$ cat config.mk
export PLATFORM = sky130hd
export DESIGN_NAME = sha1_hash_engine
export DESIGN_NICKNAME = d
export VERILOG_FILES = /design/src/sv/sha1_pkg.sv /design/src/sv/sha1_datapath.sv /design/src/sv/sha1_ctrl.sv /design/src/sv/sha1_hash_engine.sv
export SDC_FILE = /design/constraint.sdc
export NUM_CORES = 2
export LEC_CHECK = 0
export BUFFER_PORTS_ARGS = -buffer_cell sky130_fd_sc_hd__buf_2
export CAP_MARGIN = 20
export CELL_PAD_IN_SITES_DETAIL_PLACEMENT = 1
export CELL_PAD_IN_SITES_GLOBAL_PLACEMENT = 2
export CORE_MARGIN = 2
export CORE_UTILIZATION = 42
export CTS_BUF_LIST = sky130_fd_sc_hd__clkbuf_4 sky130_fd_sc_hd__clkbuf_8 sky130_fd_sc_hd__clkbuf_16
export DETAILED_ROUTE_END_ITERATION = 8
export GPL_TIMING_DRIVEN = 0
export PLACE_DENSITY = 0.81
export SYNTH_ARGS = -nofsm -noshare
export SYNTH_HDL_FRONTEND = slang
export SYNTH_SLANG_ARGS = --single-unit
$ cat constraint.sdc
create_clock -name clk -period 20.2 [get_ports clk]
set_clock_uncertainty 0.05 [all_clocks]
set_input_delay 2.02 -clock clk [delete_from_list [all_inputs] [get_ports clk]]
set_output_delay 2.02 -clock clk [all_outputs]
set_load 0.1 [all_outputs]
$ cat src/sv/sha1_pkg.sv
// Shared types, constants and helpers for the SHA-1 engine.
package sha1_pkg;

  localparam logic [6:0] ROUND_LAST    = 7'd79;
  localparam logic [2:0] LAST_WORD_IDX = 3'd4;
  localparam logic [7:0] PAD_BYTE      = 8'h80;

  localparam logic [31:0] K0 = 32'h5a827999;
  localparam logic [31:0] K1 = 32'h6ed9eba1;
  localparam logic [31:0] K2 = 32'h8f1bbcdc;
  localparam logic [31:0] K3 = 32'hca62c1d6;

  typedef struct packed {
    logic [7:0] data_byte;
    logic       byte_present;
    logic       end_of_message;
  } msg_t;

  typedef struct packed {
    logic [31:0] digest_word;
    logic [2:0]  word_index;
    logic        last_word;
  } dig_t;

  typedef enum logic [1:0] {
    BYTE_MSG  = 2'd0,
    BYTE_PAD  = 2'd1,
    BYTE_ZERO = 2'd2,
    BYTE_LEN  = 2'd3
  } byte_sel_t;

  typedef struct packed {
    logic      shift_byte;
    byte_sel_t byte_sel;
    logic      count_len;
    logic      round_load;
    logic      round_step;
    logic      chain_add;
    logic      clear;
    logic      out_load;
    logic [2:0] out_idx;
  } dp_cmd_t;

  typedef struct packed {
    logic count_full;
    logic count_ge56;
    logic round_last;
  } dp_status_t;

  function automatic logic [31:0] iv_word(input logic [2:0] idx);
    logic [31:0] w;
    case (idx)
      3'd0:    w = 32'h67452301;
      3'd1:    w = 32'hefcdab89;
      3'd2:    w = 32'h98badcfe;
      3'd3:    w = 32'h10325476;
      3'd4:    w = 32'hc3d2e1f0;
      default: w = 32'h0;
    endcase
    return w;
  endfunction

  function automatic logic [31:0] rotl(input logic [31:0] x, input logic [4:0] r);
    logic [63:0] d;
    d = {x, x} << r;
    return d[63:32];
  endfunction

endpackage

$ cat src/sv/sha1_datapath.sv
// Datapath: block shift register, message schedule, round registers, chaining value.
module sha1_datapath import sha1_pkg::*; (
  input  logic       clk,
  input  logic       rst,
  input  msg_t       msg,
  input  dp_cmd_t    cmd,
  output dp_status_t status,
  output dig_t       dig
);

  logic [511:0] blk;
  logic [31:0]  chain [5];
  logic [31:0]  a, b, c, d, e;
  logic [6:0]   rnd;
  logic [5:0]   count;
  logic [63:0]  mbits;

  logic [7:0]   byte_in;
  logic [7:0]   len_byte;
  logic [31:0]  w0, wnew, f, k, temp, out_word;

  assign len_byte = mbits[{~count[2:0], 3'b000} +: 8];

  always_comb begin
    case (cmd.byte_sel)
      BYTE_MSG:  byte_in = msg.data_byte;
      BYTE_PAD:  byte_in = PAD_BYTE;
      BYTE_LEN:  byte_in = len_byte;
      default:   byte_in = 8'h00;
    endcase
  end

  assign w0   = blk[511:480];
  assign wnew = rotl(blk[95:64] ^ blk[255:224] ^ blk[447:416] ^ w0, 5'd1);

  always_comb begin
    if (rnd inside {[7'd0:7'd19]}) begin
      f = d ^ (b & (c ^ d));
      k = K0;
    end else if (rnd inside {[7'd20:7'd39]}) begin
      f = b ^ c ^ d;
      k = K1;
    end else if (rnd inside {[7'd40:7'd59]}) begin
      f = (b & c) | (d & (b | c));
      k = K2;
    end else begin
      f = b ^ c ^ d;
      k = K3;
    end
  end

  assign temp = rotl(a, 5'd5) + f + e + w0 + k;

  always_ff @(posedge clk) begin
    if (cmd.shift_byte) begin
      blk <= {blk[503:0], byte_in};
    end else if (cmd.round_step) begin
      blk <= {blk[479:0], wnew};
    end
  end

  always_ff @(posedge clk) begin
    if (cmd.round_load) begin
      a   <= chain[0];
      b   <= chain[1];
      c   <= chain[2];
      d   <= chain[3];
      e   <= chain[4];
      rnd <= '0;
    end else if (cmd.round_step) begin
      a   <= temp;
      b   <= a;
      c   <= rotl(b, 5'd30);
      d   <= c;
      e   <= d;
      rnd <= rnd + 7'd1;
    end
  end

  always_ff @(posedge clk) begin
    if (rst || cmd.clear) begin
      for (int i = 0; i < 5; i++) begin
        chain[i] <= iv_word(3'(i));
      end
      count <= '0;
      mbits <= '0;
    end else begin
      if (cmd.chain_add) begin
        chain[0] <= chain[0] + a;
        chain[1] <= chain[1] + b;
        chain[2] <= chain[2] + c;
        chain[3] <= chain[3] + d;
        chain[4] <= chain[4] + e;
      end
      if (cmd.shift_byte) begin
        count <= count + 6'd1;
      end
      if (cmd.count_len) begin
        mbits <= mbits + 64'd8;
      end
    end
  end

  always_comb begin
    case (cmd.out_idx)
      3'd0:    out_word = chain[0];
      3'd1:    out_word = chain[1];
      3'd2:    out_word = chain[2];
      3'd3:    out_word = chain[3];
      3'd4:    out_word = chain[4];
      default: out_word = '0;
    endcase
  end

  always_ff @(posedge clk) begin
    if (cmd.out_load) begin
      dig.digest_word <= out_word;
      dig.word_index  <= cmd.out_idx;
      dig.last_word   <= (cmd.out_idx == LAST_WORD_IDX);
    end
  end

  assign status.count_full = (count == 6'd63);
  assign status.count_ge56 = (count[5:3] == 3'b111);
  assign status.round_last = (rnd == ROUND_LAST);

endmodule

$ cat src/sv/sha1_ctrl.sv
// Controller: input acceptance, padding sequence, round sequencing, digest output.
module sha1_ctrl import sha1_pkg::*; (
  input  logic       clk,
  input  logic       rst,
  input  logic       msg_valid,
  output logic       msg_stall,
  input  msg_t       msg,
  output logic       dig_valid,
  input  logic       dig_stall,
  input  dp_status_t status,
  output dp_cmd_t    cmd
);

  typedef enum logic [4:0] {
    S_IDLE  = 5'b00001,
    S_PAD   = 5'b00010,
    S_ROUND = 5'b00100,
    S_FIN   = 5'b01000,
    S_EMIT  = 5'b10000
  } state_t;

  state_t     state, state_next;
  logic       first_pad, first_pad_next;
  logic       len_ok, len_ok_next;
  logic       pad_active, pad_active_next;
  logic       pend_end, pend_end_next;
  logic       final_blk, final_blk_next;
  logic [2:0] idx, idx_next;
  logic       dig_valid_next;

  assign msg_stall = (state != S_IDLE);

  always_comb begin
    cmd             = '0;
    state_next      = state;
    first_pad_next  = first_pad;
    len_ok_next     = len_ok;
    pad_active_next = pad_active;
    pend_end_next   = pend_end;
    final_blk_next  = final_blk;
    idx_next        = idx;
    dig_valid_next  = dig_valid && dig_stall;
    cmd.byte_sel    = BYTE_MSG;
    cmd.out_idx     = idx;

    case (state)
      S_IDLE: begin
        if (msg_valid) begin
          if (msg.byte_present) begin
            cmd.shift_byte = 1'b1;
            cmd.count_len  = 1'b1;
            if (status.count_full) begin
              cmd.round_load = 1'b1;
              pend_end_next  = msg.end_of_message;
              state_next     = S_ROUND;
            end else if (msg.end_of_message) begin
              first_pad_next  = 1'b1;
              pad_active_next = 1'b1;
              state_next      = S_PAD;
            end
          end else if (msg.end_of_message) begin
            first_pad_next  = 1'b1;
            pad_active_next = 1'b1;
            state_next      = S_PAD;
          end
        end
      end
      S_PAD: begin
        cmd.shift_byte = 1'b1;
        if (first_pad) begin
          cmd.byte_sel   = BYTE_PAD;
          len_ok_next    = !status.count_ge56;
          first_pad_next = 1'b0;
        end else if (len_ok && status.count_ge56) begin
          cmd.byte_sel = BYTE_LEN;
        end else begin
          cmd.byte_sel = BYTE_ZERO;
        end
        if (status.count_full) begin
          cmd.round_load = 1'b1;
          final_blk_next = !first_pad && len_ok;
          state_next     = S_ROUND;
        end
      end
      S_ROUND: begin
        cmd.round_step = 1'b1;
        if (status.round_last) begin
          state_next = S_FIN;
        end
      end
      S_FIN: begin
        cmd.chain_add = 1'b1;
        if (final_blk) begin
          idx_next   = '0;
          state_next = S_EMIT;
        end else if (pad_active) begin
          len_ok_next = 1'b1;
          state_next  = S_PAD;
        end else if (pend_end) begin
          first_pad_next  = 1'b1;
          pad_active_next = 1'b1;
          state_next      = S_PAD;
        end else begin
          state_next = S_IDLE;
        end
      end
      S_EMIT: begin
        if (!dig_valid || !dig_stall) begin
          cmd.out_load   = 1'b1;
          dig_valid_next = 1'b1;
          if (idx == LAST_WORD_IDX) begin
            cmd.clear       = 1'b1;
            idx_next        = '0;
            pad_active_next = 1'b0;
            pend_end_next   = 1'b0;
            final_blk_next  = 1'b0;
            state_next      = S_IDLE;
          end else begin
            idx_next = idx + 3'd1;
          end
        end
      end
      default: begin
        state_next = S_IDLE;
      end
    endcase
  end

  always_ff @(posedge clk) begin
    if (rst) begin
      state      <= S_IDLE;
      first_pad  <= 1'b0;
      len_ok     <= 1'b0;
      pad_active <= 1'b0;
      pend_end   <= 1'b0;
      final_blk  <= 1'b0;
      idx        <= '0;
      dig_valid  <= 1'b0;
    end else begin
      state      <= state_next;
      first_pad  <= first_pad_next;
      len_ok     <= len_ok_next;
      pad_active <= pad_active_next;
      pend_end   <= pend_end_next;
      final_blk  <= final_blk_next;
      idx        <= idx_next;
      dig_valid  <= dig_valid_next;
    end
  end

  a_no_shift_in_round: assert property (@(posedge clk) disable iff (rst)
    !(cmd.shift_byte && cmd.round_step))
    else $error("byte shift during compression round");

  a_rounds_end: assert property (@(posedge clk) disable iff (rst)
    (state == S_ROUND && status.round_last) |=> (state == S_FIN))
    else $error("round sequence did not finish");

  a_no_overwrite: assert property (@(posedge clk) disable iff (rst)
    (dig_valid && dig_stall) |-> !cmd.out_load)
    else $error("digest word overwritten while stalled");

  a_clear_on_last: assert property (@(posedge clk) disable iff (rst)
    cmd.clear |-> (cmd.out_load && cmd.out_idx == LAST_WORD_IDX))
    else $error("chain cleared before last word loaded");

endmodule

$ cat src/sv/sha1_hash_engine.sv
// SHA-1 engine top level: controller and datapath.
// Message bytes are taken one per cycle while msg_stall is low; a full 64-byte block then
// stalls input for 80 rounds, one per cycle in the round datapath, plus the chaining add.
// End of message: padding shifts one byte per cycle to the block end; each padded block
// is compressed, then five digest words go out, one per cycle unless dig_stall holds them.
// Reset is synchronous: chaining value to the initial words, counters and control cleared.
module sha1_hash_engine import sha1_pkg::*; (
  input  logic clk,
  input  logic rst,
  input  logic msg_valid,
  output logic msg_stall,
  input  msg_t msg,
  output logic dig_valid,
  input  logic dig_stall,
  output dig_t dig
);

  dp_cmd_t    cmd;
  dp_status_t status;

  sha1_ctrl u_ctrl (
    .clk       (clk),
    .rst       (rst),
    .msg_valid (msg_valid),
    .msg_stall (msg_stall),
    .msg       (msg),
    .dig_valid (dig_valid),
    .dig_stall (dig_stall),
    .status    (status),
    .cmd       (cmd)
  );

  sha1_datapath u_datapath (
    .clk    (clk),
    .rst    (rst),
    .msg    (msg),
    .cmd    (cmd),
    .status (status),
    .dig    (dig)
  );

endmodule
# ---- After elaboration in Yosys (flattened, before gate mapping)
# Memories as Yosys holds them, arrays and structs flattened.
# Cells that the tools add are included.
dict set report word_totals {
  n_memories 1
  register_bits 799
  inputBits 14
  out_inout_bits 38
  ramBits 160
}
dict set report op_classes {
  eq_ne 29
  magnitude_cmp 6
  add_sub_neg 13
  n_mux 97
  shift 1
  n_reduce_logical 29
  n_bitwise 18
}
# name depth word_bits rd rd_clocked_by_memory_dff write_ports line
set memory_table {}
lappend memory_table {u_datapath.chain 5 32 5 0 5 sha1_datapath.sv:12} ;# logic [31:0] chain [5];
# op n
set ops {}
lappend ops {{$mux 512} 2}
lappend ops {{$mux 32} 25}
lappend ops {{$add 32x32->32} 9}
lappend ops {{$xor 32x32->32} 7}
lappend ops {{$pmux 32 s5} 1}
lappend ops {{$and 32x32->32} 3}
lappend ops {{$add 64x4->64 const B} 1}
lappend ops {{$or 32x32->32} 2}
lappend ops {{$shiftx 64x7->8} 1}
lappend ops {{$mux 5} 9}
lappend ops {{$mux 1} 38}
lappend ops {{$mux 31} 1}
lappend ops {{$pmux 5 s5} 1}
lappend ops {{$pmux 8 s3} 1}
lappend ops {{$reduce_and 6->1} 3}
lappend ops {{$mux 2} 8}
lappend ops {{$le 7x6->1 const B} 2}
lappend ops {{$ne 2x2->1 const B} 7}
lappend ops {{$ne 2x1->1 const B} 6}
lappend ops {{$reduce_bool 2->1} 6}
lappend ops {{$pmux 1 s2} 5}
lappend ops {{$mux 3} 3}
lappend ops {{$reduce_and 4->1} 2}
lappend ops {{$add 7x1->7 const B} 1}
lappend ops {{other kinds (32)} 49}

# ---- Logic depth before layout (Yosys ltp)
dict set report depth {
  depth_word 12
  mapped_depth 26
  mapped_depth_nobuf 26
}

# ---- Modules after synthesis
# Synthesis repeated with hierarchy kept, for this count alone.
dict set report hier_totals {
  hier_cells 4405
  hier_area_um2 54232.0
}
# module area_each_um2 cells_each seq_area_each_um2 instances
set modules_own_cells {}
lappend modules_own_cells {sha1_datapath 53395.0 4302 27546.4 1}
lappend modules_own_cells {sha1_ctrl 837.1 103 280.3 1}

# ---- Least setup slack after synthesis
# OpenSTA, ideal clock, no wires.
dict set report synth_path {
  path_type {in2reg}
  startpoint {input port msg_valid}
  endpoint {register u_datapath.blk[0] (enable)}
  n_path_buf 2
  required_ps 16488
  slack_ps 5004
  cell_stages 6
  arrival_time_ps 11484
  path_cell_list {nand2_1 -> nor2_1 -> nor2_1 -> clkbuf_1 -> clkbuf_1 -> nand2_1}
}
dict set report synth_between {
  elab_chain_cells 3
}
# item line
set synth_rtl {}
lappend synth_rtl {{start, declared} sha1_hash_engine.sv:10} ;# input logic msg_valid,
lappend synth_rtl {{$mux 1} sha1_ctrl.sv:48} ;# if (msg_valid) begin
lappend synth_rtl {{$pmux 1 s2} sha1_ctrl.sv:46} ;# case (state)
lappend synth_rtl {{$reduce_bool 2->1 (no source line)} n/a}
lappend synth_rtl {{end signal, assigned} sha1_datapath.sv:56} ;# blk <= {blk[503:0], byte_in};
lappend synth_rtl {{end signal, assigned} sha1_datapath.sv:58} ;# blk <= {blk[479:0], wnew};
lappend synth_rtl {{end, declared} sha1_datapath.sv:11} ;# logic [511:0] blk;
# No other way between the ends.
# A chain may end at the register's enable or synchronous reset.

# ---- Worst setup path after layout
dict set report layout_path {
  startpoint {register u_datapath.rnd[1]}
  endpoint {register u_datapath.a[30] (data pin)}
}
dict set report layout_between {
  elab_chain_cells 11
  elab_cells_between_ends 21
}
# item line
set layout_rtl {}
lappend layout_rtl {{start, declared} sha1_datapath.sv:14} ;# logic [6:0] rnd;
lappend layout_rtl {{start signal, assigned} sha1_datapath.sv:76} ;# rnd <= rnd + 7'd1;
lappend layout_rtl {{$ge 7x6->1 or $le 7x6->1 (tied branches)} sha1_datapath.sv:43} ;# end else if (rnd inside {[7'd40:7'd59]}) begin
lappend layout_rtl {{$logic_and 1x1->1} sha1_datapath.sv:43}
lappend layout_rtl {{$mux 32} sha1_datapath.sv:43}
lappend layout_rtl {{$mux 32} sha1_datapath.sv:40} ;# end else if (rnd inside {[7'd20:7'd39]}) begin
lappend layout_rtl {{$mux 32} sha1_datapath.sv:37} ;# if (rnd inside {[7'd0:7'd19]}) begin
lappend layout_rtl {{$add 32x32->32 (3 in a row)} sha1_datapath.sv:52} ;# assign temp = rotl(a, 5'd5) + f + e + w0 + k;
lappend layout_rtl {{$add 32x32->32 (*)} sha1_datapath.sv:52}
lappend layout_rtl {{$mux 32 (*)} sha1_datapath.sv:70} ;# end else if (cmd.round_step) begin
lappend layout_rtl {{$mux 32 (*)} sha1_datapath.sv:63} ;# if (cmd.round_load) begin
lappend layout_rtl {{end signal, assigned} sha1_datapath.sv:64} ;# a <= chain[0];
lappend layout_rtl {{end signal, assigned} sha1_datapath.sv:71} ;# a <= temp;
lappend layout_rtl {{end, declared} sha1_datapath.sv:13} ;# logic [31:0] a, b, c, d, e;
# Mark *: on every way between the ends. The rest lies on a longest branch, timed or not. The select of a mux whose other input is x is not followed.

==> metrics.cfg <==
[clock_network]
cts_resized = 0
postCtsSetupBuffers = 0
clkTransAtPathRegs_ns = 0.06
cts.htree.levels = 3
cts_buffers = 110
cts_tree = yes
clock_sinks = 956
cts_root_buffer = clkbuf_16
ctsHoldBuffers = 0
clkLatencyLatePin_ns = 0.74
cts_max_path_buffers = 3

[timing]
max_freq_mhz = 98.9
final-setup-viol-count = 0
fin_crit_sh_pct = 50.1
hold_viol = 0
slew_headroom_pct = 21.2
tightest_slew_ns = 1.18
maxSlewViolCount = 0
rsz0062_at_grt = false
layout_min_cycle_time_ns = 10.11

[logic_synthesis]
synth-edff-count = 868
yosysTopAreaCell = edfxtp_1
netlist_top_cells_count = nand2_1 (2072), edfxtp_1 (868), nor2_1 (270)
avgSynthCellArea_um2 = 9.70
ys_seq_area_share_pct = 51.5
yosys_warnings = 0
synthArstFlopShare_pct = 0
syn_area_um2 = 54000
synth_flop_cell = edfxtp_1
ys_top_cells_by_area = edfxtp_1 (48%), nand2_1 (14%), ha_1 (4.7%)
synth_nets = 5907
synth_most_common_cell = nand2_1
netlist.area_leader.share_pct = 48.3
synthDistinctLibCells = 88
netlist_instances = 5568
synth.ff_latch_count = 956

[route]
drc = 0
route.antenna.remaining_nets = 0
viasPerCell = 5.60
drt_wl_total_mm = 188
drt_iter0_markers = 3201
routedWlPerCell_um = 25.0
dr.pass1.iters = 5
vias = 42100

[floorplan]
start_util_pct = 42.3
die-area_um2 = 131000
die_h_um = 363
ios = 52
core-area_um2 = 128000
die_w_um = 363
rows = 131

[worst_setup_path]
required_ns = 20.72
startpoint = u_datapath.rnd[1]
crit_type = reg2reg
rrSetupSlack_ns = 10.09
critPathCapture = u_datapath.a[30]
cp-end-kind = flip-flop
r2r-end = u_datapath.a[30]
path_max_fanout = 11
r2r_start = u_datapath.rnd[1]
reg2reg_depth = 25
crit_arrival_ns = 10.63
cp-start-kind = flip-flop

[place]
gp_congestion = 0.915
hpwl_mm = 146
io_buffer_count = 51
dp_cells = 7301
placed_area_um2 = 56800

[cells_and_area]
post-route-cell-area_um2 = 60500
nFillCells = 14400
final_nets = 6091
drive_gt1_share_pct = 6.16
fin_cells = 7509
area_growth_pct = 12.1
utilization_pct = 47.5

[pwr]
power_density_nw_per_um2 = 92.4
power_frac_comb_pct = 18.0
swShare_pct = 29.5
clockPowerShare_pct = 37.4
design_power_total_uw = 5590
netSwitchingPower_uw = 1650
intPower_uw = 3940
ir_worst_vdd_mv = 0.0682
power_frac_seq_pct = 44.6
cellLeakagePower_uw = 0.0242

[global_route]
grt_use_met3_pct = 3.53
grt_overflow = 0
grt_max_degree = 70
use_met1_pct = 37.9
track_usage_pct = 28.6
grt_pass1_vias = 43300
grtUsageMet2_pct = 47.8
busiest_layer = met2
antenna_found_initial = 0
grt_pass1_wl_mm = 280

[hold_path]
hold_class = reg2reg

[flow_run]
max_cap_violations = 0

[run_status]
outcome = complete, no violations

## area by class of cell
type	count	area, µm²	area share, %
Multi-Input combinational cell	4172	24500	40.5
Antenna cell	1	2.50	0.00413
Tap cell	1662	2080	3.44
Inverter	211	792	1.31
Sequential cell	956	27800	46.0
Timing Repair Buffer	72	707	1.17
Buffer	229	903	1.49
Clock buffer	137	3000	4.96
Clock inverter	69	696	1.15
## metrics by stage
step	setup TNS (ns)	hold slack, ns	setup slack (ns)
after global routing	0	0.481	9.79
after global placement	-1388.11	0.430	-2.75
after detailed placement	0	0.448	10.02
final	0	0.457	10.09
after CTS	0	0.457	9.95
after floorplan	0	0.410	5.00
## layer usage
metal	part of all wire, %	vias to the layer above
met5	0	-
met4	4.3	0
met3	4.5	272
met2	48	949
met1	43	21300
li1	-	19500
## critical path, stage by stage (launching register included)
cell and delay (ns):
dfxtp_1 0.39, ha_1 0.27, and3b_1 0.22, o211a_1 0.25
nor4b_2 0.97, clkinv_1 0.76, nand2_1 0.64, buf_1 0.88
o221ai_1 0.47, fa_1 0.60, inv_1 0.05, fa_1 0.51
inv_1 0.11, fa_1 0.51, inv_1 0.05, ha_1 0.34
o21ai_0 0.13, o211ai_1 0.26, a41oi_1 0.27, nor4b_1 0.66
o21ai_0 0.19, a21boi_0 0.49, o311ai_0 0.23, clkbuf_2 0.20
o211a_1 0.22, nor3_1 0.18
## cells by family after synthesis
logic type               count (synthesis)  synth area share, %
AND/OR/NAND/NOR                       2730                 20.7
multiplexers                            65                 1.51
AO/OA/AOI/OAI                          766                 9.24
XOR/XNOR                               286                 4.64
flip-flops                             956                 51.5
buffers and inverters                  440                 3.14
adder cells (fa/ha/maj)                325                 9.25
## placed cells by master, fill, tap and decap left out, types with 13 or more instances in the layout
cell type / Yosys / final
clkbuf_1: 201 / 201
clkinv_1: 1 / 19
o221a_2: 22 / 22
o221ai_1: 13 / 13
xnor2_1: 172 / 172
buf_2: 20 / 71
clkbuf_4: 0 / 21
ha_1: 201 / 201
o21a_1: 39 / 39
nand3_1: 91 / 91
o21ai_0: 191 / 191
nor2_1: 270 / 270
inv_1: 209 / 209
nand2_1: 2072 / 2070
a21o_1: 68 / 68
a31oi_1: 22 / 22
clkinv_2: 0 / 29
dfxtp_1: 88 / 88
mux4_2: 13 / 13
a22oi_1: 57 / 57
mux2i_1: 50 / 50
nor3_1: 67 / 67
or3_1: 29 / 29
xor2_1: 114 / 114
o31ai_1: 18 / 18
nor2b_1: 25 / 25
o21bai_1: 15 / 15
nand4_1: 23 / 23
a21oi_1: 184 / 183
and2_1: 17 / 17
a211oi_1: 31 / 31
and3_1: 35 / 35
nand2b_1: 29 / 28
fa_1: 124 / 124
clkbuf_16: 0 / 111
edfxtp_1: 868 / 868
## flip-flops by register name, indices dropped and copies added, names as in the netlist, 3 cells and up
name / count
u_datapath.c: 32
u_datapath.mbits: 61
u_datapath.d: 32
u_datapath.blk: 512
u_datapath.dig: 36
u_datapath.b: 32
u_datapath.chain: 160
u_ctrl.idx: 3
u_datapath.a: 32
u_datapath.count: 6
u_ctrl.state: 5
u_datapath.rnd: 7
u_datapath.e: 32
## power by group through the flow
| stage | Clock [µW] | Sequential [µW] | Combinational (µW) |
|---|---|---|---|
| finish | 2090 | 2500 | 1010 |
| global route | 2190 | 2510 | 1140 |
| CTS | 2130 | 2490 | 1020 |
| detailed placement | 0 | 2530 | 1010 |
| global placement | 0 | 2640 | 963 |
| floorplan | 0 | 2540 | 702 |
## worst min path at each step
stage                    startpoint  slack [ns]              endpoint  cells past startpoint
5_1_grt               u_ctrl.idx[1]        0.48     u_datapath.dig[2]                      0
3_3_place_gp          u_ctrl.idx[1]        0.43     u_datapath.dig[2]                      0
2_1_floorplan         u_ctrl.idx[1]        0.41     u_datapath.dig[2]                      0
6_report              u_ctrl.idx[1]        0.46     u_datapath.dig[2]                      0
3_5_place_dp          u_ctrl.idx[1]        0.45     u_datapath.dig[2]                      0
4_1_cts        u_datapath.mbits[61]        0.46  u_datapath.mbits[61]                      2
Power figures use the tool's default switching activity.
